===== config.mk =====
export PLATFORM = sky130hd
export DESIGN_NAME = median3_adaptive_smoother_unit
export DESIGN_NICKNAME = d
export VERILOG_FILES = /design/src/rtl/msm_pkg.sv /design/src/rtl/msm_alu.sv /design/src/rtl/msm_core.sv /design/src/rtl/median3_adaptive_smoother_unit.sv
export SDC_FILE = /design/constraint.sdc
export NUM_CORES = 1
export LEC_CHECK = 0
export BUFFER_PORTS_ARGS = -buffer_cell sky130_fd_sc_hd__buf_2
export CELL_PAD_IN_SITES_DETAIL_PLACEMENT = 0
export CELL_PAD_IN_SITES_GLOBAL_PLACEMENT = 1
export CORE_MARGIN = 4
export CORE_UTILIZATION = 54
export DETAILED_ROUTE_END_ITERATION = 8
export GPL_ROUTABILITY_DRIVEN = 0
export GPL_TIMING_DRIVEN = 0
export PLACE_DENSITY = 0.92
export SLEW_MARGIN = 20
export SYNTH_ARGS = -nofsm -noshare
export SYNTH_HDL_FRONTEND = slang
export SYNTH_SLANG_ARGS = --single-unit

===== constraint.sdc =====
create_clock -name clk_i -period 14.9 [get_ports clk_i]
set_input_delay 1.49 -clock clk_i [delete_from_list [all_inputs] [get_ports clk_i]]
set_output_delay 1.49 -clock clk_i [all_outputs]
set_load 0.02 [all_outputs]

===== src/rtl/msm_pkg.sv =====
// Package for the median-of-three adaptive smoother: widths, register indexes,
// the shared-unit operation codes, the sequencer states and the interface structs.
// Depends on nothing; every other file of the block imports it.
`timescale 1ns / 1ps

package msm_pkg;

  // Fractional bits of the distance format (Q9.FRAC_BITS centimetres).
  localparam int FRAC_BITS = 8;

  localparam int ECHO_W  = 15;
  localparam int SCALE_W = 16;
  localparam int THR_W   = 8;
  localparam int GAIN_W  = 9;
  localparam int OUT_W   = 17;
  localparam int DIST_W  = 9 + FRAC_BITS;
  localparam int DINT_W  = DIST_W - FRAC_BITS;

  // The scale register is Q0.16, the gains are Q1.8.
  localparam int SCALE_SH = SCALE_W - FRAC_BITS;
  localparam int GAIN_SH  = 8;
  localparam logic [GAIN_W-1:0] GAIN_ONE = GAIN_W'(256);

  // Operand width of the shared unit: wide enough for the scale and a distance.
  localparam int OP_W  = (DIST_W > SCALE_W) ? DIST_W : SCALE_W;
  localparam int RES_W = 2 * OP_W;

  localparam int IN_TDATA_W  = ((ECHO_W + 7) / 8) * 8;
  localparam int OUT_TDATA_W = ((2 * OUT_W + 7) / 8) * 8;

  localparam int CFG_IDX_W  = 8;
  localparam int CFG_DATA_W = 16;

  localparam logic [CFG_IDX_W-1:0] REG_SCALE     = CFG_IDX_W'(0);
  localparam logic [CFG_IDX_W-1:0] REG_THRESHOLD = CFG_IDX_W'(1);
  localparam logic [CFG_IDX_W-1:0] REG_FAST_GAIN = CFG_IDX_W'(2);
  localparam logic [CFG_IDX_W-1:0] REG_SLOW_GAIN = CFG_IDX_W'(3);

  localparam logic [SCALE_W-1:0] SCALE_RST = SCALE_W'(1140);
  localparam logic [THR_W-1:0]   THR_RST   = THR_W'(1);
  localparam logic [GAIN_W-1:0]  FAST_RST  = GAIN_W'(179);
  localparam logic [GAIN_W-1:0]  SLOW_RST  = GAIN_W'(26);

  typedef enum logic [1:0] {
    ALU_MUL = 2'd0,
    ALU_ADD = 2'd1,
    ALU_SUB = 2'd2
  } alu_op_e;

  typedef enum logic [12:0] {
    ST_IDLE  = 13'b0000000000001,
    ST_MUL   = 13'b0000000000010,
    ST_WR    = 13'b0000000000100,
    ST_CXY   = 13'b0000000001000,
    ST_CXZ   = 13'b0000000010000,
    ST_CYZ   = 13'b0000000100000,
    ST_DIFF  = 13'b0000001000000,
    ST_ABS   = 13'b0000010000000,
    ST_THR   = 13'b0000100000000,
    ST_STEP  = 13'b0001000000000,
    ST_APPLY = 13'b0010000000000,
    ST_FIN   = 13'b0100000000000,
    ST_HOLD  = 13'b1000000000000
  } seq_state_e;

  typedef struct packed {
    logic [SCALE_W-1:0] scale;
    logic [THR_W-1:0]   threshold;
    logic [GAIN_W-1:0]  fast_gain;
    logic [GAIN_W-1:0]  slow_gain;
  } cfg_t;

  typedef struct packed {
    logic ready;
    logic done;
  } core_stat_t;

  typedef struct packed {
    logic [OUT_W-1:0] filtered_cm;
    logic [OUT_W-1:0] median_cm;
    logic             fast_used;
  } result_t;

endpackage


===== src/rtl/msm_alu.sv =====
// Shared arithmetic unit of the smoother: one multiplier and one add/subtract.
// Depends on msm_pkg for widths and operation codes.
`timescale 1ns / 1ps

module msm_alu (
  input  msm_pkg::alu_op_e               op_i,
  input  logic [msm_pkg::OP_W-1:0]       a_i,
  input  logic [msm_pkg::OP_W-1:0]       b_i,
  output logic [msm_pkg::RES_W-1:0]      res_o
);
  import msm_pkg::*;

  logic [OP_W:0] sum;
  logic [OP_W:0] dif;

  // The top bit of sum is the carry, the top bit of dif is the borrow.
  assign sum = {1'b0, a_i} + {1'b0, b_i};
  assign dif = {1'b0, a_i} - {1'b0, b_i};

  always_comb begin
    case (op_i)
      ALU_MUL: res_o = RES_W'(a_i) * RES_W'(b_i);
      ALU_ADD: res_o = RES_W'(sum);
      ALU_SUB: res_o = RES_W'(dif);
      default: res_o = '0;
    endcase
  end

endmodule


===== src/rtl/msm_core.sv =====
// Sequencer and datapath registers of the smoother; every multiply, compare and
// subtract goes through one msm_alu. Depends on msm_pkg and msm_alu.
`timescale 1ns / 1ps

module msm_core (
  input  logic                          clk_i,
  input  logic                          rst_ni,
  input  logic                          start_i,
  input  logic [msm_pkg::ECHO_W-1:0]    echo_i,
  input  msm_pkg::cfg_t                 cfg_i,
  input  logic                          ack_i,
  output msm_pkg::core_stat_t           stat_o,
  output msm_pkg::result_t              res_o
);
  import msm_pkg::*;

  seq_state_e state_q, state_d;

  logic [ECHO_W-1:0] echo_q;
  logic [DIST_W-1:0] ring_q [3];
  logic [1:0]        slot_q;
  logic [1:0]        slot_d;
  logic [DIST_W-1:0] smoothed_q;
  logic [DIST_W-1:0] med_q;
  logic [DIST_W-1:0] diffc_q;
  logic [DIST_W-1:0] diff_q;
  logic              le_xy_q;
  logic              le_xz_q;
  logic              up_q;
  logic              fast_q;
  logic [RES_W-1:0]  res_q;

  alu_op_e           alu_op;
  logic [OP_W-1:0]   alu_a;
  logic [OP_W-1:0]   alu_b;
  logic [RES_W-1:0]  alu_res;

  logic              borrow;
  logic [RES_W-1:0]  scaled;
  logic [DIST_W-1:0] dist_sat;
  logic [DIST_W-1:0] med;
  logic [DIST_W-1:0] diff_sel;
  logic [GAIN_W-1:0] gain;
  logic [GAIN_W-1:0] gain_sat;
  logic [DIST_W-1:0] step;
  logic [DIST_W-1:0] next_val;

  msm_alu u_alu (
    .op_i  (alu_op),
    .a_i   (alu_a),
    .b_i   (alu_b),
    .res_o (alu_res)
  );

  // Borrow (or carry) of the previous add/subtract sits just above the operand width.
  assign borrow = res_q[OP_W];

  // Distance from the registered echo product, saturated to the format's top.
  assign scaled   = res_q >> SCALE_SH;
  assign dist_sat = (|(scaled >> DIST_W)) ? '1 : scaled[DIST_W-1:0];

  assign slot_d = (slot_q > 2'd1) ? 2'd0 : slot_q + 2'd1;

  // Median from the three order bits; the last one comes from the unit's registered result.
  always_comb begin
    if (le_xy_q && le_xz_q) begin
      med = !borrow ? ring_q[1] : ring_q[2];
    end else if (!le_xy_q && !borrow) begin
      med = le_xz_q ? ring_q[0] : ring_q[2];
    end else begin
      med = le_xy_q ? ring_q[0] : ring_q[1];
    end
  end

  assign diff_sel = up_q ? diffc_q : res_q[DIST_W-1:0];
  assign gain     = borrow ? cfg_i.fast_gain : cfg_i.slow_gain;
  assign gain_sat = (gain > GAIN_ONE) ? GAIN_ONE : gain;
  assign step     = res_q[GAIN_SH +: DIST_W];

  always_comb begin
    if (up_q) begin
      next_val = res_q[DIST_W] ? '1 : res_q[DIST_W-1:0];
    end else begin
      next_val = borrow ? '0 : res_q[DIST_W-1:0];
    end
  end

  always_comb begin
    alu_op = ALU_SUB;
    alu_a  = '0;
    alu_b  = '0;
    case (state_q)
      ST_MUL: begin
        alu_op = ALU_MUL;
        alu_a  = OP_W'(echo_q);
        alu_b  = OP_W'(cfg_i.scale);
      end
      ST_CXY: begin
        alu_a = OP_W'(ring_q[1]);
        alu_b = OP_W'(ring_q[0]);
      end
      ST_CXZ: begin
        alu_a = OP_W'(ring_q[2]);
        alu_b = OP_W'(ring_q[0]);
      end
      ST_CYZ: begin
        alu_a = OP_W'(ring_q[2]);
        alu_b = OP_W'(ring_q[1]);
      end
      ST_DIFF: begin
        alu_a = OP_W'(med);
        alu_b = OP_W'(smoothed_q);
      end
      ST_ABS: begin
        alu_a = OP_W'(smoothed_q);
        alu_b = OP_W'(med_q);
      end
      ST_THR: begin
        alu_a = OP_W'(cfg_i.threshold);
        alu_b = OP_W'(diff_sel[DIST_W-1 -: DINT_W]);
      end
      ST_STEP: begin
        alu_op = ALU_MUL;
        alu_a  = OP_W'(diff_q);
        alu_b  = OP_W'(gain_sat);
      end
      ST_APPLY: begin
        alu_op = up_q ? ALU_ADD : ALU_SUB;
        alu_a  = OP_W'(smoothed_q);
        alu_b  = OP_W'(step);
      end
      default: begin
        alu_op = ALU_SUB;
      end
    endcase
  end

  always_comb begin
    state_d = state_q;
    case (state_q)
      ST_IDLE:  if (start_i) state_d = ST_MUL;
      ST_MUL:   state_d = ST_WR;
      ST_WR:    state_d = ST_CXY;
      ST_CXY:   state_d = ST_CXZ;
      ST_CXZ:   state_d = ST_CYZ;
      ST_CYZ:   state_d = ST_DIFF;
      ST_DIFF:  state_d = ST_ABS;
      ST_ABS:   state_d = ST_THR;
      ST_THR:   state_d = ST_STEP;
      ST_STEP:  state_d = ST_APPLY;
      ST_APPLY: state_d = ST_FIN;
      ST_FIN:   state_d = ST_HOLD;
      ST_HOLD:  if (ack_i) state_d = ST_IDLE;
      default:  state_d = ST_IDLE;
    endcase
  end

  always_ff @(posedge clk_i or negedge rst_ni) begin
    if (!rst_ni) begin
      state_q    <= ST_IDLE;
      slot_q     <= 2'd0;
      smoothed_q <= '0;
      for (int i = 0; i < 3; i++) begin
        ring_q[i] <= '0;
      end
    end else begin
      state_q <= state_d;
      if (state_q == ST_WR) begin
        slot_q <= slot_d;
        for (int i = 0; i < 3; i++) begin
          if (slot_d == 2'(i)) ring_q[i] <= dist_sat;
        end
      end
      if (state_q == ST_FIN) smoothed_q <= next_val;
    end
  end

  always_ff @(posedge clk_i) begin
    res_q <= alu_res;
    if (state_q == ST_IDLE && start_i) echo_q <= echo_i;
    if (state_q == ST_CXZ) le_xy_q <= !borrow;
    if (state_q == ST_CYZ) le_xz_q <= !borrow;
    if (state_q == ST_DIFF) med_q <= med;
    if (state_q == ST_ABS) begin
      up_q    <= !borrow;
      diffc_q <= res_q[DIST_W-1:0];
    end
    if (state_q == ST_THR) diff_q <= diff_sel;
    if (state_q == ST_STEP) fast_q <= borrow;
  end

  assign stat_o.ready      = (state_q == ST_IDLE);
  assign stat_o.done       = (state_q == ST_HOLD);
  assign res_o.filtered_cm = OUT_W'(smoothed_q);
  assign res_o.median_cm   = OUT_W'(med_q);
  assign res_o.fast_used   = fast_q;

endmodule


===== src/rtl/median3_adaptive_smoother_unit.sv =====
// Top level of the median-of-three adaptive distance smoother: stream ports,
// configuration registers and the output register. Depends on msm_pkg, msm_core.
//
//   Channel   Direction  Handshake                    Payload
//   s_axis    in         s_axis_tvalid/s_axis_tready  tdata: echo_us
//   m_axis    out        m_axis_tvalid/m_axis_tready  tdata: filtered_cm, median_cm;
//                                                     tuser: fast_used
//   cfg       in         cfg_valid_i/cfg_ready_o      cfg_index_i, cfg_data_i
//
// From one accepted input transaction to the next, an item runs through eleven
// sequencer steps, nine of them through the shared multiply/add/subtract unit and
// two that only load registers, a hand-off state that moves the result to the
// output register once that register can take it, and the idle state to accept.
// Reset is asynchronous and active low; it loads the register defaults and clears
// the sample ring, ring slot and smoothed value. A result waiting on m_axis does
// not stop the next input from being accepted; only a second finished result waits.
`timescale 1ns / 1ps

module median3_adaptive_smoother_unit (
  input  logic                                clk_i,
  input  logic                                rst_ni,
  // Input stream.
  input  logic                                s_axis_tvalid,
  output logic                                s_axis_tready,
  input  logic [msm_pkg::IN_TDATA_W-1:0]      s_axis_tdata,   // [14:0] echo_us
  // Output stream.
  output logic                                m_axis_tvalid,
  input  logic                                m_axis_tready,
  output logic [msm_pkg::OUT_TDATA_W-1:0]     m_axis_tdata,   // [16:0] filtered_cm,
                                                              // [33:17] median_cm
  output logic                                m_axis_tuser,   // [0] fast_used
  // Configuration write channel.
  input  logic                                cfg_valid_i,
  output logic                                cfg_ready_o,
  input  logic [msm_pkg::CFG_IDX_W-1:0]       cfg_index_i,
  input  logic [msm_pkg::CFG_DATA_W-1:0]      cfg_data_i
);
  import msm_pkg::*;

  cfg_t       cfg_q;
  core_stat_t stat;
  result_t    core_res;
  result_t    out_q;
  logic       out_valid_q;
  logic       start;
  logic       handoff;

  // Configuration is always accepted; writes to unknown indexes are dropped.
  assign cfg_ready_o = 1'b1;

  always_ff @(posedge clk_i or negedge rst_ni) begin
    if (!rst_ni) begin
      cfg_q.scale     <= SCALE_RST;
      cfg_q.threshold <= THR_RST;
      cfg_q.fast_gain <= FAST_RST;
      cfg_q.slow_gain <= SLOW_RST;
    end else if (cfg_valid_i) begin
      case (cfg_index_i)
        REG_SCALE:     cfg_q.scale     <= cfg_data_i[SCALE_W-1:0];
        REG_THRESHOLD: cfg_q.threshold <= cfg_data_i[THR_W-1:0];
        REG_FAST_GAIN: cfg_q.fast_gain <= cfg_data_i[GAIN_W-1:0];
        REG_SLOW_GAIN: cfg_q.slow_gain <= cfg_data_i[GAIN_W-1:0];
        default: ;
      endcase
    end
  end

  // The sequencer takes an item only when it is idle.
  assign s_axis_tready = stat.ready;
  assign start         = s_axis_tvalid && stat.ready;

  // A finished result moves to the output register once that register is free
  // or being emptied in the same cycle.
  assign handoff = stat.done && (!out_valid_q || m_axis_tready);

  msm_core u_core (
    .clk_i   (clk_i),
    .rst_ni  (rst_ni),
    .start_i (start),
    .echo_i  (s_axis_tdata[ECHO_W-1:0]),
    .cfg_i   (cfg_q),
    .ack_i   (handoff),
    .stat_o  (stat),
    .res_o   (core_res)
  );

  always_ff @(posedge clk_i or negedge rst_ni) begin
    if (!rst_ni) begin
      out_valid_q <= 1'b0;
    end else if (handoff) begin
      out_valid_q <= 1'b1;
    end else if (m_axis_tready) begin
      out_valid_q <= 1'b0;
    end
  end

  always_ff @(posedge clk_i) begin
    if (handoff) out_q <= core_res;
  end

  assign m_axis_tvalid = out_valid_q;
  assign m_axis_tdata  = OUT_TDATA_W'({out_q.median_cm, out_q.filtered_cm});
  assign m_axis_tuser  = out_q.fast_used;

endmodule


==> impl_metrics.env, run 1 <==
export IMPL_outcome="completed"
export IMPL_r2r_start="u_core.res_q[17]$_DFF_P_"
export IMPL_ff2ff_path_depth=29
export IMPL_h_tree_depth=1
export IMPL_finalMaxSlewViolations=0
export IMPL_ys_ff_latch=265
export IMPL_grt_antenna_before_repair=1
export IMPL_grt_pass1_vias=19320
export IMPL_holdPathStages=0
export IMPL_crit_top_cell="fa_1"
export IMPL_grt_start_max_net_pins=74
export IMPL_hp_start="u_core.med_q[11]$_DFFE_PP_"
export IMPL_area_growth_syn_to_layout_pct=9.779
export IMPL_crit_fanout=10
export IMPL_die_area_um2=44790
export IMPL_dp_slack_ns=4.359
export IMPL_worst_slew_pin_slew_ns=1.218
export IMPL_post_cts_resized=0
export IMPL_endpoint_kind="flip-flop"
export IMPL_drtAntennaViolNets=0
export IMPL_routed_wl_um=72610
export IMPL_hold_ws_ns=0.4526
export IMPL_grt_pass1_wl_um=112100
export IMPL_cp_slowest_cell="o211ai_1"
export IMPL_coreArea_um2=40920
export IMPL_fmax_mhz=93.53
export IMPL_fin_setup_tns_ns=0
export IMPL_path_class="reg2reg"
export IMPL_fin_worst_skew_ns=0.02782
export IMPL_drive_gt1_share_pct=11.90
export IMPL_hold_class="reg2reg"
export IMPL_drc=0
export IMPL_nNetsFinal=2875
export IMPL_powerDensity_nw_per_um2=89.38
export IMPL_met3_usage_pct=6.728
export IMPL_dp_hpwl_um=56810
export IMPL_power_leakage_uw=0.01116
export IMPL_busiest_layer="met2"
export IMPL_track_usage_pct=32.52
export IMPL_regToRegEndpoint="u_core.res_q[32]$_DFF_P_"
export IMPL_drv_cap=0
export IMPL_use_met2_pct=50.84
export IMPL_hold_viol=0
export IMPL_period_needed_ns=10.69
export IMPL_n_antenna_cell=0
export IMPL_post_cts_setup_buffer_count=0
export IMPL_timing_slew_headroom_pct=18.65
export IMPL_finalSetupViolCount=0
export IMPL_yosysMostFrequentCell="nand2_1"
export IMPL_fin_ws_ns=4.208
export IMPL_num_vias=18900
export IMPL_synth_warnings=0
export IMPL_wl_per_cell_um=23.98
export IMPL_final_util_pct=60.06
export IMPL_rows=74
export IMPL_dp_cells=2980
export IMPL_cp_slowest_stage_delay_ns=0.84
export IMPL_layoutNonFillerInstCount=3028
export IMPL_ys_seq_area_share_pct=31.29
export IMPL_critPathLaunch="u_core.res_q[17]$_DFF_P_"
export IMPL_clkLatencyLatePin_ns=0.57
export IMPL_synth_area_um2=22390
export IMPL_cp_required_ns=15.33
export IMPL_yosysTopAreaCellShare_pct=20.12
export IMPL_cts_root_buf="clkbuf_16"
export IMPL_clk_pin_slew_worst_paths_ns=0.06
export IMPL_ys_flop_type="dfrtp_1"
export IMPL_start_util_pct=54.71
export IMPL_drtIter0Drc=2705
export IMPL_synth_async_reset_ratio_pct=47.55
export IMPL_ir_drop_mv=0.1014
export IMPL_first_pass_iters=9
export IMPL_via_per_inst=6.243
export IMPL_synthTopCellsByCount="338 x nand2_1, 317 x inv_1, 225 x fa_1"
export IMPL_synth_cell_types=89
export IMPL_syn_avg_cell_area_um2=9.499
export IMPL_ios=89
export IMPL_cts_tree="yes"
export IMPL_io_buffers=80
export IMPL_die_h_um=211.6
export IMPL_grt_util_met1_pct=42.65
export IMPL_period_share_pct=71.76
export IMPL_rsz0062_at_grt="no"
export IMPL_cts_buffers=26
export IMPL_grt_overflow=0
export IMPL_synth_edf_count=105
export IMPL_critPathArrivalTime_ns=11.12
export IMPL_clock_sinks=265
export IMPL_cts_hold_buf=0
export IMPL_synth_top_cells_by_area="fa_1 20%, edfxtp_1 14%, dfrtp_1 12%"
export IMPL_whs_endpoint="m_axis_tdata[28]$_DFFE_PP_"
export IMPL_syn_instance_count=2357
export IMPL_timing_reg2reg_setup_slack_ns=4.21
export IMPL_clockBufferDepth=3
export IMPL_startpoint_type="flip-flop"
export IMPL_post_synth_top_area_cell="fa_1"
export IMPL_die_w_um=211.6
[per-layer routing]
layer / wire length, um / vias to the layer above / share of wire [%]
met5: 0 / - / 0
li1: - / 8110 / -
met2: 32250 / 1262 / 44
met3: 8126 / 319 / 11
met4: 5232 / 0 / 7.2
met1: 27000 / 9213 / 37
[state kept, by name (all words and copies together), names as in the netlist, 2 cells and up]
signal	cells
u_core.smoothed_q	17
m_axis_tdata	34
u_core.res_q	34
u_core.med_q	17
u_core.diffc_q	17
u_core.slot_q	2
cfg_q	42
u_core.state_q	13
u_core.diff_q	17
u_core.echo_q	15
u_core.ring_q	51
[critical path: cells and delay by family, from the launching register on]
family | cells | cell delay [ns]
AO/OA/AOI/OAI | 10 | 3.18
flip-flops | 1 | 0.45
buffers and inverters | 8 | 2.64
AND/OR/NAND/NOR | 4 | 0.80
adder cells (fa/ha/maj) | 7 | 3.44
[cell usage in the layout, fill, tap and decap left out, types with 79 or more instances in the layout]
| cell type | instances |
|---|---|
| nand2_1 | 338 |
| inv_1 | 317 |
| fa_1 | 225 |
| nor2_1 | 223 |
| ha_1 | 129 |
| o21ai_0 | 111 |
| dfrtp_1 | 111 |
| buf_2 | 109 |
| edfxtp_1 | 105 |
| a21oi_1 | 79 |
[per-stage QoR]
| step | power [uW] | cell area (um^2) |
|---|---|---|
| 5_1_grt | 2264 | 24580 |
| 3_3_place_gp | 1428 | 23480 |
| 3_5_place_dp | 1448 | 23600 |
| 2_1_floorplan | 1241 | 22410 |
| 4_1_cts | 2171 | 24570 |
| 6_report | 2197 | 24580 |
[worst max path at each step]
stage | to | slack [ns] | cells after the start
6_report | u_core.res_q[32]$_DFF_P_ | 4.21 | 29
5_1_grt | u_core.res_q[32]$_DFF_P_ | 3.83 | 29
4_1_cts | u_core.res_q[32]$_DFF_P_ | 4.24 | 30
3_5_place_dp | u_core.res_q[32]$_DFF_P_ | 4.36 | 30
3_3_place_gp | u_core.res_q[32]$_DFF_P_ | 4.44 | 30
2_1_floorplan | u_core.res_q[32]$_DFF_P_ | 6.65 | 30
[kinds of logic (layout without fill, tap and decap cells)]
| logic type | count (synthesis) | count (layout) | synth area share, % |
|---|---|---|---|
| DFF | 265 | 265 | 31.29 |
| xor gates and xnor gates | 54 | 54 | 2.112 |
| and+or+nand+nor | 743 | 743 | 15.03 |
| adders and majority gates | 354 | 354 | 27.33 |
| buffers and inverters | 446 | 580 | 7.879 |
| other | 2 | 7 | 0.03354 |
| AOI/OAI and AO/OA | 410 | 410 | 12.27 |
| muxes | 83 | 83 | 4.057 |
[cell type report]
| type | count | area [um^2] |
|---|---|---|
| multi-input combinational | 1651 | 13690 |
| fill | 3456 | 16340 |
| inverter | 323 | 1212 |
| clock buffer | 33 | 759.5 |
| timing repair buffer | 86 | 489.2 |
| clock inverter | 15 | 210.2 |
| buffer | 123 | 551.8 |
| sequential | 265 | 7005 |
| tap | 532 | 665.6 |
[where the power goes]
| part | switching, uW | internal, uW | total [uW] |
|---|---|---|---|
| Combinational | 367 | 187 | 553 |
| Clock | 297 | 434 | 731 |
| Sequential | 81.7 | 831 | 913 |
| Total | 746 | 1450 | 2200 |
Power figures use the tool's default switching activity.
==> run 2, diff against run 1 <==
--- a/config.mk
+++ b/config.mk
@@ -9,11 +9,11 @@
 export CELL_PAD_IN_SITES_DETAIL_PLACEMENT = 0
 export CELL_PAD_IN_SITES_GLOBAL_PLACEMENT = 1
 export CORE_MARGIN = 4
-export CORE_UTILIZATION = 54
+export CORE_UTILIZATION = 50
 export DETAILED_ROUTE_END_ITERATION = 8
 export GPL_ROUTABILITY_DRIVEN = 0
 export GPL_TIMING_DRIVEN = 0
-export PLACE_DENSITY = 0.92
+export PLACE_DENSITY = 0.87
 export SLEW_MARGIN = 20
 export SYNTH_ARGS = -nofsm -noshare
 export SYNTH_HDL_FRONTEND = slang
==> constraint.sdc (replaced) <==
create_clock -name clk_i -period 10.1 [get_ports clk_i]
set_input_delay 1.01 -clock clk_i [delete_from_list [all_inputs] [get_ports clk_i]]
set_output_delay 1.01 -clock clk_i [all_outputs]
set_load 0.02 [all_outputs]
==> impl_metrics.env, run 2 (synthesized netlist as in run 1, its figures left out) <==
export IMPL_crit_fanout=10
export IMPL_n_antenna_cell=0
export IMPL_p_switching_uw=1112
export IMPL_fin_worst_skew_ns=0.02667
export IMPL_cp_required_ns=10.53
export IMPL_track_usage_pct=30.92
export IMPL_grt_pass1_vias=19200
export IMPL_timing_slew_headroom_pct=19.28
export IMPL_start_util_pct=50.63
export IMPL_drtIter0Drc=2391
export IMPL_coreArea_um2=44220
export IMPL_cp_slowest_cell="fa_1"
export IMPL_final_common_cell="nand2_1"
export IMPL_routed_wl_um=73860
export IMPL_critPathArrivalTime_ns=10.16
export IMPL_switching_share_pct=34.11
export IMPL_grt_start_max_net_pins=80
export IMPL_top_register="u_core.ring_q"
export IMPL_critPathBufInv=9
export IMPL_reg_top3="u_core.ring_q: 51 flops, cfg_q: 42 flops"
export IMPL_hold_viol=0
export IMPL_h_tree_depth=1
export IMPL_grt_antenna_before_repair=1
export IMPL_grt_overflow=0
export IMPL_dp_hpwl_um=57200
export IMPL_power_frac_clock_pct=33.5
export IMPL_num_vias=18760
export IMPL_drtAntennaViolNets=0
export IMPL_outcome="completed"
export IMPL_startpoint_type="flip-flop"
export IMPL_clkLatencyLatePin_ns=0.58
export IMPL_n_fill_cell=3859
export IMPL_multi_input_area_um2=13760
export IMPL_period_share_pct=96.28
export IMPL_finalSetupViolCount=0
export IMPL_power_leakage_uw=0.01125
export IMPL_cts_buffers=27
export IMPL_clk_pin_slew_worst_paths_ns=0.07
export IMPL_io_buffers=80
export IMPL_layout_common_cells="338 x nand2_1, 317 x inv_1, 225 x fa_1"
export IMPL_fmax_mhz=102.8
export IMPL_drv_cap=0
export IMPL_largest_reg_flops=51
export IMPL_seqPwrFrac_pct=41.4
export IMPL_critPathTopFamily="adder cells"
export IMPL_ir_drop_mv=0.1354
export IMPL_worst_slew_pin_slew_ns=1.209
export IMPL_ff_latch_area_um2=7005
export IMPL_p_int_uw=2148
export IMPL_cp_slowest_stage_delay_ns=0.59
export IMPL_die_h_um=219.6
export IMPL_rows=77
export IMPL_combPwrFrac_pct=25.2
export IMPL_ios=89
export IMPL_placed_area_um2=23680
export IMPL_die_w_um=219.6
export IMPL_path_class="reg2reg"
export IMPL_cts_tree="yes"
export IMPL_die_area_um2=48230
export IMPL_rsz0062_at_grt="no"
export IMPL_endpoint_kind="flip-flop"
export IMPL_cts_root_buf="clkbuf_16"
export IMPL_powerDensity_nw_per_um2=131.3
export IMPL_cts_hold_buf=0
export IMPL_fin_area_um2=24840
export IMPL_nNetsFinal=2889
export IMPL_crit_top_cell="fa_1"
export IMPL_final_util_pct=56.17
export IMPL_grt_pass1_wl_um=114000
export IMPL_period_needed_ns=9.724
export IMPL_first_pass_iters=7
export IMPL_clockBufferDepth=3
export IMPL_wl_per_cell_um=23.80
export IMPL_clock_sinks=265
export IMPL_hold_class="in2async"
export IMPL_drc=0
export IMPL_via_per_inst=6.045
export IMPL_area_growth_syn_to_layout_pct=10.94
export IMPL_drive_gt1_share_pct=12.90
export IMPL_finalMaxSlewViolations=0
## run 2: cell types whose count changed in the layout (fill, tap and decap cells not counted), sizes merged
cell / before / now
and2: 16 / 17
buf: 134 / 146
bufinv: 4 / 5
clkinvlp: 2 / 5
clkbuf: 108 / 105
inv: 321 / 322
## run 2: layer usage
layer  track usage [%]  routed length, um  vias up
met5                 0                 13        -
met4             17.42               5162        2
met3             5.860               7617      297
met2             48.87              33080     1146
met1             40.17              27980     9167
li1                  -                  -     8146
## run 2: worst register-to-register path: cells and delay by family (launching register included)
kind / cells / cell delay (ns)
adders and majority gates: 7 / 3.42
and+or+nand+nor: 9 / 2.15
buffers and inverters: 9 / 1.78
AOI/OAI and AO/OA: 7 / 1.73
DFF: 1 / 0.48
## run 2: path summary, 6_finish.rpt
kind / start / to / slack [ns] / depth (start not counted)
worst max-delay path: u_core.state_q[3]$_DFFE_PN0P_ / u_core.res_q[32]$_DFF_P_ / 0.38 / 32
worst min-delay path: rst_ni / cfg_q[11]$_DFFE_PN0P_ / 0.34 / 1
worst max register to register: u_core.state_q[3]$_DFFE_PN0P_ / u_core.res_q[32]$_DFF_P_ / 0.38 / 32
worst min register to register: u_core.med_q[12]$_DFFE_PP_ / m_axis_tdata[29]$_DFFE_PP_ / 0.45 / 0
max in group asynchronous: rst_ni / cfg_q[36]$_DFFE_PN1P_ / 8.97 / 2
min in group clk_i: u_core.med_q[12]$_DFFE_PP_ / m_axis_tdata[29]$_DFFE_PP_ / 0.45 / 0
## run 2: cell type report
cell class / count / share of cell area [%]
Buffer: 123 / 2.287
Clock buffer: 30 / 2.846
Clock inverter: 20 / 1.053
Inverter: 323 / 4.881
Multi-Input combinational cell: 1652 / 55.40
Sequential cell: 265 / 28.20
Tap cell: 592 / 2.982
Timing Repair Buffer: 98 / 2.347
## run 2: power groups by stage
stage / sequential [uW] / clock, uW / combinational, uW
after detailed placement: 1350 / 0 / 779
after global routing: 1350 / 1140 / 873
after CTS: 1330 / 1100 / 787
after global placement: 1350 / 0 / 760
final: 1350 / 1090 / 820
after floorplan: 1300 / 0 / 530
## run 2: metrics by stage
step / TNS (ns) / worst slack [ns] / hold WS (ns) / cells / power, uW
after CTS: 0 / 0.05608 / 0.3476 / 3094 / 3216
final: 0 / 0.3760 / 0.3358 / 3103 / 3260
after detailed placement: -1.340 / -0.4878 / 0.4393 / 3040 / 2133
after floorplan: 0 / 1.849 / 0.4003 / 2362 / 1831
after global routing: 0 / 0.02420 / 0.3625 / 3103 / 3367
after global placement: -0.6318 / -0.3776 / 0.4438 / 3034 / 2111
## run 2: repair_timing
| action | 4_1_cts | 5_1_grt |
|---|---|---|
| pin swaps | 2 | 4 |
| buffers inserted | 4 | 8 |
| endpoints found under the setup margin | 10 | 11 |
| gates resized for setup | 6 | 22 |
| gates cloned | 0 | 1 |
